### src/sv/tkhs_pkg.sv
// Shared constants, codes and field positions of the touch key hysteresis scanner.
package tkhs_pkg;

   localparam int DEF_CHANNELS = 8;
   localparam int DEF_WINDOW   = 20;

   localparam int CHAN_W  = 3;
   localparam int LEVEL_W = 10;
   localparam int DATA_W  = 24;

   localparam logic [LEVEL_W-1:0] MARGIN_RESET = 10'd150;
   localparam logic [LEVEL_W-1:0] LEVEL_MAX    = 10'd1023;
   localparam logic [LEVEL_W-1:0] LEVEL_MIN    = 10'd1;

   // Request beat layout.
   localparam int REQ_CH_LSB  = 0;
   localparam int REQ_SMP_LSB = REQ_CH_LSB + CHAN_W;
   localparam int REQ_REF_LSB = REQ_SMP_LSB + LEVEL_W;

   // Response beat layout.
   localparam int RSP_CH_LSB  = 0;
   localparam int RSP_AVG_LSB = RSP_CH_LSB + CHAN_W;
   localparam int RSP_PRS_BIT = RSP_AVG_LSB + LEVEL_W;
   localparam int RSP_EV_LSB  = RSP_PRS_BIT + 1;
   localparam int RSP_ANY_BIT = RSP_EV_LSB + 2;
   localparam int RSP_USED_W  = RSP_ANY_BIT + 1;

   typedef enum logic [1:0] {
      KEY_NONE    = 2'd0,
      KEY_PRESS   = 2'd1,
      KEY_RELEASE = 2'd2
   } key_event_type;

endpackage

### src/sv/touch_key_hysteresis_scanner_unit.sv
// Touch key scanner: per-channel moving average and hysteresis press detection.
//
// Usage: each request beat carries one converter sample for one touch channel
// together with the reference level of the band. The block folds the sample into
// that channel's moving-average window (up to WINDOW samples), divides the window
// sum by the number of samples held, rounding half up, and compares the average
// against the band [max(ref - margin, 1), min(ref + margin, 1023)]. Below the band
// the key is pressed, above it released, inside it keeps its state. Every request
// beat yields exactly one response beat with the channel, the average, the pressed
// state, a press or release event and the OR of all pressed flags. A channel number
// at or above CHANNELS changes nothing and reports a zero average, pressed and event.
// Steps and flow: one item is in flight at a time. A response is loaded after the
// request beat passes the record read, window read and write-back, reciprocal
// multiply and compare steps; no new request is taken until the item is done, a
// pace set by the two dependent reads of the record and window RAMs.
// A new request is taken while the previous response still waits in the output
// register; if the receiver stalls, the finished item waits in its last step.
// Reset marks all windows and counts empty, clears all pressed flags and sets the margin
// to 150; the margin register may be written only while the block is idle.
module touch_key_hysteresis_scanner_unit #(
   parameter int CHANNELS = tkhs_pkg::DEF_CHANNELS,
   parameter int WINDOW   = tkhs_pkg::DEF_WINDOW
) (
   input  logic                        clock,
   input  logic                        reset,
   // Request: channel [2:0], sample [12:3], reference_level [22:13], zero [23].
   input  logic                        req_tvalid,
   output logic                        req_tready,
   input  logic [tkhs_pkg::DATA_W-1:0] req_tdata,
   // Response: out_channel [2:0], average [12:3], pressed [13], key_event [15:14],
   // any_pressed [16], zero [23:17].
   output logic                        rsp_tvalid,
   input  logic                        rsp_tready,
   output logic [tkhs_pkg::DATA_W-1:0] rsp_tdata,
   // Hysteresis margin register.
   input  logic                        csr_wr_en,
   input  logic [tkhs_pkg::LEVEL_W-1:0] csr_wr_data
);

   localparam int LW     = tkhs_pkg::LEVEL_W;
   localparam int CW     = tkhs_pkg::CHAN_W;
   localparam int CH_W   = (CHANNELS > 1) ? $clog2(CHANNELS) : 1;
   localparam int SLOT_W = (WINDOW > 1) ? $clog2(WINDOW) : 1;
   localparam int CNT_W  = $clog2(WINDOW + 1);
   localparam int SUM_W  = $clog2(WINDOW * 1023 + 1);
   localparam int NUM_W  = SUM_W + 1;
   // Reciprocal precision: numerator times (divisor - 1) stays below 2**K, which
   // makes the truncated product equal to the exact quotient.
   localparam int K      = NUM_W + CNT_W;
   localparam int R_W    = K + 1;
   localparam int PROD_W = NUM_W + R_W;
   localparam int WIN_D  = CHANNELS * WINDOW;
   localparam int WA_W   = (WIN_D > 1) ? $clog2(WIN_D) : 1;
   localparam int REC_W  = SLOT_W + CNT_W + SUM_W;

   typedef enum logic [2:0] {
      S_IDLE,
      S_REC,
      S_WIN,
      S_MUL,
      S_FIN
   } state_type;

   // Reciprocal table indexed by the fill count.
   logic [R_W-1:0] recip_tab [WINDOW + 1];

   assign recip_tab[0] = '0;
   for (genvar d = 1; d <= WINDOW; d++) begin : g_recip
      localparam logic [63:0] RECIP = ((64'd1 << K) + 64'(d) - 64'd1) / 64'(d);
      assign recip_tab[d] = RECIP[R_W-1:0];
   end

   state_type         state_ff, state_in;
   logic [CW-1:0]     ch_ff, ch_in;
   logic [LW-1:0]     sample_ff, sample_in;
   logic [LW-1:0]     ref_ff, ref_in;
   logic              bad_ff, bad_in;
   logic [LW-1:0]     margin_ff, margin_in;
   logic [CHANNELS-1:0] rec_valid_ff, rec_valid_in;
   logic [CHANNELS-1:0] pressed_ff, pressed_in;
   logic [SUM_W-1:0]  sum_ff, sum_in;
   logic [CNT_W-1:0]  fill_ff, fill_in;
   logic [SLOT_W-1:0] slot_ff, slot_in;
   logic [WA_W-1:0]   waddr_ff, waddr_in;
   logic [NUM_W-1:0]  num_ff, num_in;
   logic [CNT_W-1:0]  div_ff, div_in;
   logic [PROD_W-1:0] prod_ff, prod_in;
   logic              rsp_valid_ff, rsp_valid_in;
   logic [tkhs_pkg::DATA_W-1:0] rsp_data_ff, rsp_data_in;

   // RAM ports.
   logic              rec_wr_en, rec_rd_en;
   logic [CH_W-1:0]   rec_rd_addr, ch_idx;
   logic [REC_W-1:0]  rec_wr_data, rec_rd_data;
   logic              win_wr_en, win_rd_en;
   logic [LW-1:0]     win_rd_data;

   // Combinational helpers.
   logic              req_fire;
   logic [CW-1:0]     req_ch;
   logic              rec_ok;
   logic [SLOT_W-1:0] rec_slot;
   logic              full;
   logic [SUM_W:0]    sum_add;
   logic [SUM_W-1:0]  new_sum;
   logic [CNT_W-1:0]  new_fill;
   logic [SLOT_W-1:0] new_slot;
   logic [LW-1:0]     avg;
   logic [LW-1:0]     lower, upper;
   logic [LW:0]       upper_raw;
   logic              prev, cur;
   tkhs_pkg::key_event_type ev;
   logic [CHANNELS-1:0] pressed_nx;

   assign req_tready = (state_ff == S_IDLE);
   assign req_fire   = req_tvalid && req_tready;
   assign req_ch     = req_tdata[tkhs_pkg::REQ_CH_LSB +: CW];
   assign ch_idx     = CH_W'(ch_ff);
   assign rec_rd_addr = CH_W'(req_ch);

   assign rec_ok   = rec_valid_ff[ch_idx];
   assign rec_slot = rec_rd_data[SUM_W + CNT_W +: SLOT_W];

   // Window update arithmetic, used in the write-back step.
   assign full     = (32'(fill_ff) == WINDOW);
   assign sum_add  = (SUM_W + 1)'(sum_ff) + (SUM_W + 1)'(sample_ff);
   assign new_sum  = full ? SUM_W'(sum_add - (SUM_W + 1)'(win_rd_data)) : SUM_W'(sum_add);
   assign new_fill = full ? fill_ff : fill_ff + 1'b1;
   assign new_slot = (32'(slot_ff) == WINDOW - 1) ? '0 : slot_ff + 1'b1;
   assign rec_wr_data = {new_slot, new_fill, new_sum};

   // Hysteresis band and decision, used in the final step.
   assign avg       = prod_ff[K +: LW];
   assign lower     = (ref_ff <= margin_ff) ? tkhs_pkg::LEVEL_MIN : ref_ff - margin_ff;
   assign upper_raw = (LW + 1)'(ref_ff) + (LW + 1)'(margin_ff);
   assign upper     = upper_raw[LW] ? tkhs_pkg::LEVEL_MAX : upper_raw[LW-1:0];
   assign prev      = pressed_ff[ch_idx];

   always_comb begin
      cur = prev;
      // An empty band lets the pressed test win.
      priority if (avg < lower) begin
         cur = 1'b1;
      end else if (avg > upper) begin
         cur = 1'b0;
      end else begin
         cur = prev;
      end
      ev = tkhs_pkg::KEY_NONE;
      if (!bad_ff && cur != prev) begin
         ev = cur ? tkhs_pkg::KEY_PRESS : tkhs_pkg::KEY_RELEASE;
      end
      pressed_nx = pressed_ff;
      if (!bad_ff) begin
         pressed_nx[ch_idx] = cur;
      end
   end

   always_comb begin
      state_in     = state_ff;
      ch_in        = ch_ff;
      sample_in    = sample_ff;
      ref_in       = ref_ff;
      bad_in       = bad_ff;
      margin_in    = csr_wr_en ? csr_wr_data : margin_ff;
      rec_valid_in = rec_valid_ff;
      pressed_in   = pressed_ff;
      sum_in       = sum_ff;
      fill_in      = fill_ff;
      slot_in      = slot_ff;
      waddr_in     = waddr_ff;
      num_in       = num_ff;
      div_in       = div_ff;
      prod_in      = prod_ff;
      rsp_valid_in = rsp_valid_ff && !rsp_tready;
      rsp_data_in  = rsp_data_ff;
      rec_rd_en    = 1'b0;
      rec_wr_en    = 1'b0;
      win_rd_en    = 1'b0;
      win_wr_en    = 1'b0;

      unique case (state_ff)
         S_IDLE: begin
            if (req_fire) begin
               ch_in     = req_ch;
               sample_in = req_tdata[tkhs_pkg::REQ_SMP_LSB +: LW];
               ref_in    = req_tdata[tkhs_pkg::REQ_REF_LSB +: LW];
               bad_in    = (32'(req_ch) >= CHANNELS);
               rec_rd_en = 1'b1;
               state_in  = (32'(req_ch) >= CHANNELS) ? S_FIN : S_REC;
            end
         end
         S_REC: begin
            // The record arrives; a channel never written reads as empty.
            sum_in    = rec_ok ? rec_rd_data[SUM_W-1:0] : '0;
            fill_in   = rec_ok ? rec_rd_data[SUM_W +: CNT_W] : '0;
            slot_in   = (rec_ok && 32'(rec_slot) < WINDOW) ? rec_slot : '0;
            waddr_in  = WA_W'(32'(ch_idx) * WINDOW
                        + ((rec_ok && 32'(rec_slot) < WINDOW) ? 32'(rec_slot) : 0));
            win_rd_en = 1'b1;
            state_in  = S_WIN;
         end
         S_WIN: begin
            // The oldest sample arrives; it is only used once the window is full.
            rec_wr_en = 1'b1;
            win_wr_en = 1'b1;
            rec_valid_in[ch_idx] = 1'b1;
            num_in   = NUM_W'(new_sum) + NUM_W'(new_fill >> 1);
            div_in   = new_fill;
            state_in = S_MUL;
         end
         S_MUL: begin
            prod_in  = PROD_W'(num_ff) * PROD_W'(recip_tab[div_ff]);
            state_in = S_FIN;
         end
         S_FIN: begin
            if (!rsp_valid_ff || rsp_tready) begin
               pressed_in   = pressed_nx;
               rsp_valid_in = 1'b1;
               rsp_data_in  = '0;
               rsp_data_in[tkhs_pkg::RSP_CH_LSB +: CW]  = ch_ff;
               rsp_data_in[tkhs_pkg::RSP_AVG_LSB +: LW] = bad_ff ? '0 : avg;
               rsp_data_in[tkhs_pkg::RSP_PRS_BIT]       = !bad_ff && cur;
               rsp_data_in[tkhs_pkg::RSP_EV_LSB +: 2]   = ev;
               rsp_data_in[tkhs_pkg::RSP_ANY_BIT]       = |pressed_nx;
               state_in = S_IDLE;
            end
         end
         default: begin
            state_in = S_IDLE;
         end
      endcase
   end

   always_ff @(posedge clock) begin
      if (reset) begin
         state_ff     <= S_IDLE;
         margin_ff    <= tkhs_pkg::MARGIN_RESET;
         rec_valid_ff <= '0;
         pressed_ff   <= '0;
         rsp_valid_ff <= 1'b0;
      end else begin
         state_ff     <= state_in;
         margin_ff    <= margin_in;
         rec_valid_ff <= rec_valid_in;
         pressed_ff   <= pressed_in;
         rsp_valid_ff <= rsp_valid_in;
      end
      ch_ff       <= ch_in;
      sample_ff   <= sample_in;
      ref_ff      <= ref_in;
      bad_ff      <= bad_in;
      sum_ff      <= sum_in;
      fill_ff     <= fill_in;
      slot_ff     <= slot_in;
      waddr_ff    <= waddr_in;
      num_ff      <= num_in;
      div_ff      <= div_in;
      prod_ff     <= prod_in;
      rsp_data_ff <= rsp_data_in;
   end

   // Per-channel record: write slot, fill count and window sum.
   tkhs_ram #(
      .WIDTH (REC_W),
      .DEPTH (CHANNELS)
   ) u_rec_ram (
      .clock   (clock),
      .wr_en   (rec_wr_en),
      .wr_addr (ch_idx),
      .wr_data (rec_wr_data),
      .rd_en   (rec_rd_en),
      .rd_addr (rec_rd_addr),
      .rd_data (rec_rd_data)
   );

   // Window samples, WINDOW entries per channel.
   tkhs_ram #(
      .WIDTH (LW),
      .DEPTH (WIN_D)
   ) u_win_ram (
      .clock   (clock),
      .wr_en   (win_wr_en),
      .wr_addr (waddr_ff),
      .wr_data (sample_ff),
      .rd_en   (win_rd_en),
      .rd_addr (waddr_in),
      .rd_data (win_rd_data)
   );

   assign rsp_tvalid = rsp_valid_ff;
   assign rsp_tdata  = rsp_data_ff;

endmodule

### src/sv/tkhs_ram.sv
// Generic single-write, single-read synchronous RAM with a registered read port.
module tkhs_ram #(
   parameter int WIDTH = 10,
   parameter int DEPTH = 2,
   localparam int ADDR_W = (DEPTH > 1) ? $clog2(DEPTH) : 1
) (
   input  logic              clock,
   input  logic              wr_en,
   input  logic [ADDR_W-1:0] wr_addr,
   input  logic [WIDTH-1:0]  wr_data,
   input  logic              rd_en,
   input  logic [ADDR_W-1:0] rd_addr,
   output logic [WIDTH-1:0]  rd_data
);

   logic [WIDTH-1:0] mem_ff [DEPTH];
   logic [WIDTH-1:0] rd_data_ff;

   always_ff @(posedge clock) begin
      if (wr_en) begin
         mem_ff[wr_addr] <= wr_data;
      end
      if (rd_en) begin
         rd_data_ff <= mem_ff[rd_addr];
      end
   end

   assign rd_data = rd_data_ff;

endmodule

### config.mk
export PLATFORM = sky130hd
export DESIGN_NAME = touch_key_hysteresis_scanner_unit
export DESIGN_NICKNAME = d
export VERILOG_FILES = /design/src/sv/tkhs_pkg.sv /design/src/sv/touch_key_hysteresis_scanner_unit.sv /design/src/sv/tkhs_ram.sv
export SDC_FILE = /design/constraint.sdc
export NUM_CORES = 2
export LEC_CHECK = 0
export BUFFER_PORTS_ARGS = -buffer_cell sky130_fd_sc_hd__buf_2
export CORE_MARGIN = 3
export CORE_UTILIZATION = 60
export DETAILED_ROUTE_END_ITERATION = 10
export GPL_TIMING_DRIVEN = 0
export HOLD_SLACK_MARGIN = 0.08
export PLACE_DENSITY_LB_ADDON = 0.12
export REMOVE_ABC_BUFFERS = 1
export SYNTH_ARGS = -nofsm -noshare
export SYNTH_HDL_FRONTEND = slang
export SYNTH_SLANG_ARGS = --single-unit
### constraint.sdc
create_clock -name clock -period 12.33 [get_ports clock]
set_input_delay 3.0825 -clock clock [delete_from_list [all_inputs] [get_ports clock]]
set_output_delay 3.0825 -clock clock [all_outputs]
set_load 0.005 [all_outputs]
# Yosys cells after proc, flatten, opt, wreduce, memory -nomap -nowiden
# Memories as Yosys holds them, arrays and structs flattened. A register that Yosys moved wholly into a read port is not among the register bits.
# Index checks and enable logic that the tools add are counted.
# word_totals
latch_bits	0
in_bits	39
mem_bits_rw	1800
romBits	704
mem_count	3
register_bits	155
# classes
n_mul	2
n_div	0
shift	0
mux	30
reduce_logical	12
bitwise	2
n_addsub	8
order_cmp	7
n_eq_ne	9
# mem_list
name	depth	width	rd	rd_clocked_by_memory_dff	write_ports	line	rtl
u_win_ram.mem_ff	160	10	1	1	1	tkhs_ram.sv:16	logic [WIDTH-1:0] mem_ff [DEPTH];
(no name shown)	32	22	1	0	0	touch_key_hysteresis_scanner_unit.sv:213	prod_in = PROD_W'(num_ff) * PROD_W'(recip_tab[div_ff]);
u_rec_ram.mem_ff	8	25	1	1	1	tkhs_ram.sv:16	
# op_table
operator	n
$mux 22	2
$mul 16x22->31	1
$mux 10	2
$add 15x4->16	1
$add 15x10->15	1
$mux 15	1
$mux 5	3
$pmux 3 s5	1
$sub 15x10->15	1
$mux 1	13
$add 10x10->11	1
$add 5x1->5 const B	2
$eq 5x5->1 const B	2
$gt 10x10->1	1
$le 10x10->1	1
$lt 10x10->1	1
$sub 10x10->10	1
$add 8x5->8	1
$bwmux 8	1
$mux 8	1
$or 8x8->8	1
$reduce_or 8->1	1
$bmux 1 s3	2
$eq 3x2->1 const B	2
19 further kinds	26

# Logic depth before layout (Yosys ltp)
# depth
depth_word	7
depth_mapped	31
ltp_nobuf	30

# By module
# A second synthesis with hierarchy kept.
# hier_totals
hier_cells	5244
hier_area_um2	89130.5
# by_module_without_submodules
module	cells_per_inst	instances	seq_area_each_um2	area_per_inst_um2
tkhs_ram at u_win_ram	2973	1	48346.4	62601.3
touch_key_hysteresis_scanner_unit	1943	1	3643.5	18017.3
tkhs_ram at u_rec_ram	328	1	6756.5	8511.9

# Worst setup path after synthesis
# No wires, ideal clock.
# synth_path
path_type	register -> register
startpoint	register div_ff[2]
endpoint	register prod_ff[30] (data pin)
stages_incl_launch_ff	29
setup_ns	0.260
path_slack_ns	4.394
t_required_ns	12.070
arrival_time_ns	7.676
path_buffers	3
cell_sequence	edfxtp_1 > clkbuf_1 > clkbuf_1 > nor2_1 > a211oi_1 > a31oi_1 > o21ai_0 > clkbuf_1 > nand2_1 > fa_1 > inv_1 > fa_1 > fa_1 > fa_1 > fa_1 > inv_1 > fa_1 > inv_1 > ha_1 > a21o_1 > a21oi_1 > o211ai_1 > a41oi_1 > or4b_2 > o221ai_1 > o21ai_0 > o41ai_1 > o21ba_2 > xnor2_1
# synth_via
elab_chain_cells	5
# synth_rtl
item	line	rtl
start, declared	touch_key_hysteresis_scanner_unit.sv:86	logic [CNT_W-1:0] div_ff, div_in;
start signal, assigned	touch_key_hysteresis_scanner_unit.sv:258	div_ff <= div_in;
$not 5->6 (implied by the code)	touch_key_hysteresis_scanner_unit.sv:213	
$mem_v2 32x22	n/a	
$mux 22 (implied by the code) (2 in series)	touch_key_hysteresis_scanner_unit.sv:213	
$mul 16x22->31	touch_key_hysteresis_scanner_unit.sv:213	
end signal, assigned	touch_key_hysteresis_scanner_unit.sv:259	prod_ff <= prod_in;
end, declared	touch_key_hysteresis_scanner_unit.sv:87	logic [PROD_W-1:0] prod_ff, prod_in;
# Every way passes these cells. The select of a mux whose other input is x is not followed.
# A chain may end at the register's enable or synchronous reset.

# Worst setup path in the final report
# Same ends and word-level chain as after synthesis.

==> out/qor.yml <==
grt:
  met3_usage: 0.04895
  grt_pass1_wl_mm: 347.7
  antenna_found_initial: 6
  grt_pass1_vias: 55640
  grt_usage: 0.2950
  grtUsageMet2: 0.4710
  grt_overflow_total: 0
  grt_max_degree: 223
  grt_busiest_layer: "met2"
  use_met1: 0.4112
power_and_ir_drop:
  vdd_ir_drop_max_mv: 0.2277
  power.density_nw_per_um2: 201.1
  leakagePower_uw: 0.03545
yosys:
  yosysSeqAreaShare: 0.6506
  synth_edf_count: 1931
  synth_top_cell_area_share: 0.6422
  synth_mux_area_frac: 0.03154
  netlist_instances: 6895
  synthAdderAreaFrac: 0.08001
  yosys.area.top_type: "edfxtp_1"
  synth-compound-area-share: 0.06539
  syn_area_per_cell_sq_um: 13.10
  synth_top_family_by_area: "simple AND/OR/NAND/NOR gates"
  synth_warnings: 0
  synth_area_sq_um: 90300
  synth_simple_gate_area_frac: 0.1299
  ys_seq_elements: 1969
  synthArstFlopShare: 0
  synth-xor-area-share: 0.006984
  ys.flop_type: "edfxtp_1"
  synth.distinct_cells: 75
  synth_area_leaders: "edfxtp_1 64%, nand2_1 5.9%, fa_1 5.9%"
timing:
  fin_ws_ns: 3.098
  setup_viol: 0
  slew_viol_final: 24
  finalClockSkew_ns: 0.05638
  fin_tns_setup_ns: 0
  hold_viol: 0
  relSlewSlack: -0.05442
  finalCriticalPeriod_ns: 9.232
  rsz0062_at_grt: "false"
  timing.fmax_mhz: 108.3
  min_period_over_period: 0.7488
  tightest_slew_ns: 1.578
routing:
  dr.pass1.iters: 6
  wirelength_mm: 230.1
  ant_nets: 0
  drcViolationCount: 0
  drt_iter0_drc: 6441
  vias: 56377
  wl_per_cell_um: 25.48
  vias_per_cell: 6.243
placement:
  dp_cells: 8665
  port_buffers: 56
  post_dp_cell_area_sq_um: 95000
  place_ws_ns: 2.982
  dp_hpwl_mm: 144.6
  gp_congestion: 0.8611
clocking:
  htreeDepth: 4
  cts_hold_buf: 0
  cts.clk_slew.worst_paths_ns: 0.06
  insertion_delay_ns: 0.83
  cts_root_buf: "clkbuf_16"
  cts-resized-gates: 0
  tritoncts: "yes"
  cts_buffers: 195
  clock_sinks: 1969
  ctsLongestPathBuffers: 3
  post_cts_buffers: 0
die:
  core_area_sq_um: 148500
  die_h_um: 393.9
  rows: 141
  die_w_um: 393.9
  initial_utilization: 0.6079
  dieArea_sq_um: 155200
  ioPinCount: 65
finish:
  final_common_cell: "edfxtp_1"
  areaGrowthSynthToFinish_pct: 12.15
  fill_cells: 10204
  drive_above_1_share: 0.08837
  final_cell_mix: "1931 x edfxtp_1, 1429 x nand2_1, 450 x nand3_1"
  final_cell_count_no_fill: 9031
  fin_area_sq_um: 101300
  utilization: 0.6818
  nets: 7320
worst_hold_path:
  worst_hold_path_type: "register to register"
worst_setup_path:
  critPathLaunchType: "register"
  max_stage_delay_ns: 0.84
  cp_max_fo: 25
  cp_top_family: "adder cells"
  crit_slowest_cell: "edfxtp_1"
  worst-path-buf-inv: 6
  cp.arrival_ns: 9.76
  required_ns: 12.86
  cp-end-kind: "register"
  worstSetupPathType: "register to register"
run_status:
  status: "finished, violations left"
  violations: "capacitance limit, slew limit"
job:
  cap_violations: 5
registers in the layout, summed over array words and instances, names as in the netlist:
register / count
sum_ff: 15
state_ff: 3
u_win_ram.rd_data: 10
num_ff: 16
u_rec_ram.rd_data: 25
rsp_tvalid: 1
rec_valid_ff: 8
waddr_ff: 8
ref_ff: 10
div_ff: 5
fill_ff: 5
pressed_ff: 8
sample_ff: 10
rsp_tdata: 17
prod_ff: 10
margin_ff: 10
u_rec_ram.mem_ff: 200
slot_ff: 5
u_win_ram.mem_ff: 1600
ch_ff: 3
worst reg2reg max path, delay by kind of cell, from the launching register on:
family          cells  cell delay, ns
xor+xnor            1            0.06
compound gates      8            2.27
flops               1            0.84
simple gates        5            1.83
buf+inv             6            0.57
fa+ha+maj           7            3.38
cells by family (layout without fill, tap and decap cells):
kind of cell / count (synthesis) / count (layout)
and+or+nand+nor: 2649 / 2649
other: 1 / 9
muxes: 192 / 192
xor gates and xnor gates: 72 / 72
buffers and inverters: 791 / 917
DFF: 1969 / 1969
AOI/OAI and AO/OA: 802 / 802
adders and majority gates: 419 / 419
metal layers:
metal / wire, um / part of all wire
met4: 9242 / 0.040
met2: 109900 / 0.48
met3: 20110 / 0.087
met1: 90850 / 0.39
met5: 16 / 0.000070
synthesized netlist by cell type, types with 18 or more instances:
library cell / number
a211oi_1: 164
a21o_1: 26
a21oi_1: 49
a311oi_1: 148
a31oi_1: 137
a32oi_1: 41
and2_1: 139
and3_1: 203
buf_1: 26
buf_2: 76
buf_4: 21
clkbuf_1: 307
dfxtp_1: 38
edfxtp_1: 1931
fa_1: 264
ha_1: 155
inv_1: 351
mux2_2: 30
mux2i_1: 91
mux4_2: 71
nand2_1: 1429
nand3_1: 454
nor2_1: 281
nor2b_1: 41
nor3_1: 39
o21a_1: 18
o21ai_0: 83
o31ai_1: 22
xnor2_1: 53
xor2_1: 19
final timing paths:
check	cells after the start	slack (ns)	to	start
worst min-delay path	2	0.47	rec_valid_ff[5]$_SDFFE_PP0P_	rec_valid_ff[5]$_SDFFE_PP0P_
worst min register to register	2	0.47	rec_valid_ff[5]$_SDFFE_PP0P_	rec_valid_ff[5]$_SDFFE_PP0P_
worst max register to register	27	3.10	prod_ff[30]$_DFFE_PP_	div_ff[2]$_DFFE_PP_
worst max-delay path	27	3.10	prod_ff[30]$_DFFE_PP_	div_ff[2]$_DFFE_PP_
final cells by class:
class | instances | area [sq um] | share of cell area
Clock inverter | 100 | 994.7 | 0.009822
Multi-Input combinational cell | 4141 | 28610 | 0.2825
Sequential cell | 1969 | 58750 | 0.5801
Tap cell | 2002 | 2505 | 0.02473
Inverter | 354 | 1360 | 0.01343
Clock buffer | 262 | 5234 | 0.05168
Antenna cell | 2 | 5.005 | 0.00004942
Timing Repair Buffer | 201 | 3817 | 0.03769
where the power goes:
group / total, uW / switching (uW) / internal (uW)
combinational: 6800 / 4190 / 2610
sequential: 7790 / 129 / 7660
clock: 5780 / 2520 / 3260
through the flow:
stage | power, uW | hold WS (ns)
floorplan | 12510 | 0.4346
global placement | 14540 | 0.4434
detailed placement | 14670 | 0.4532
CTS | 20410 | 0.4757
global route | 21560 | 0.5017
finish | 20370 | 0.4720
(Power assumes the default switching activity.)
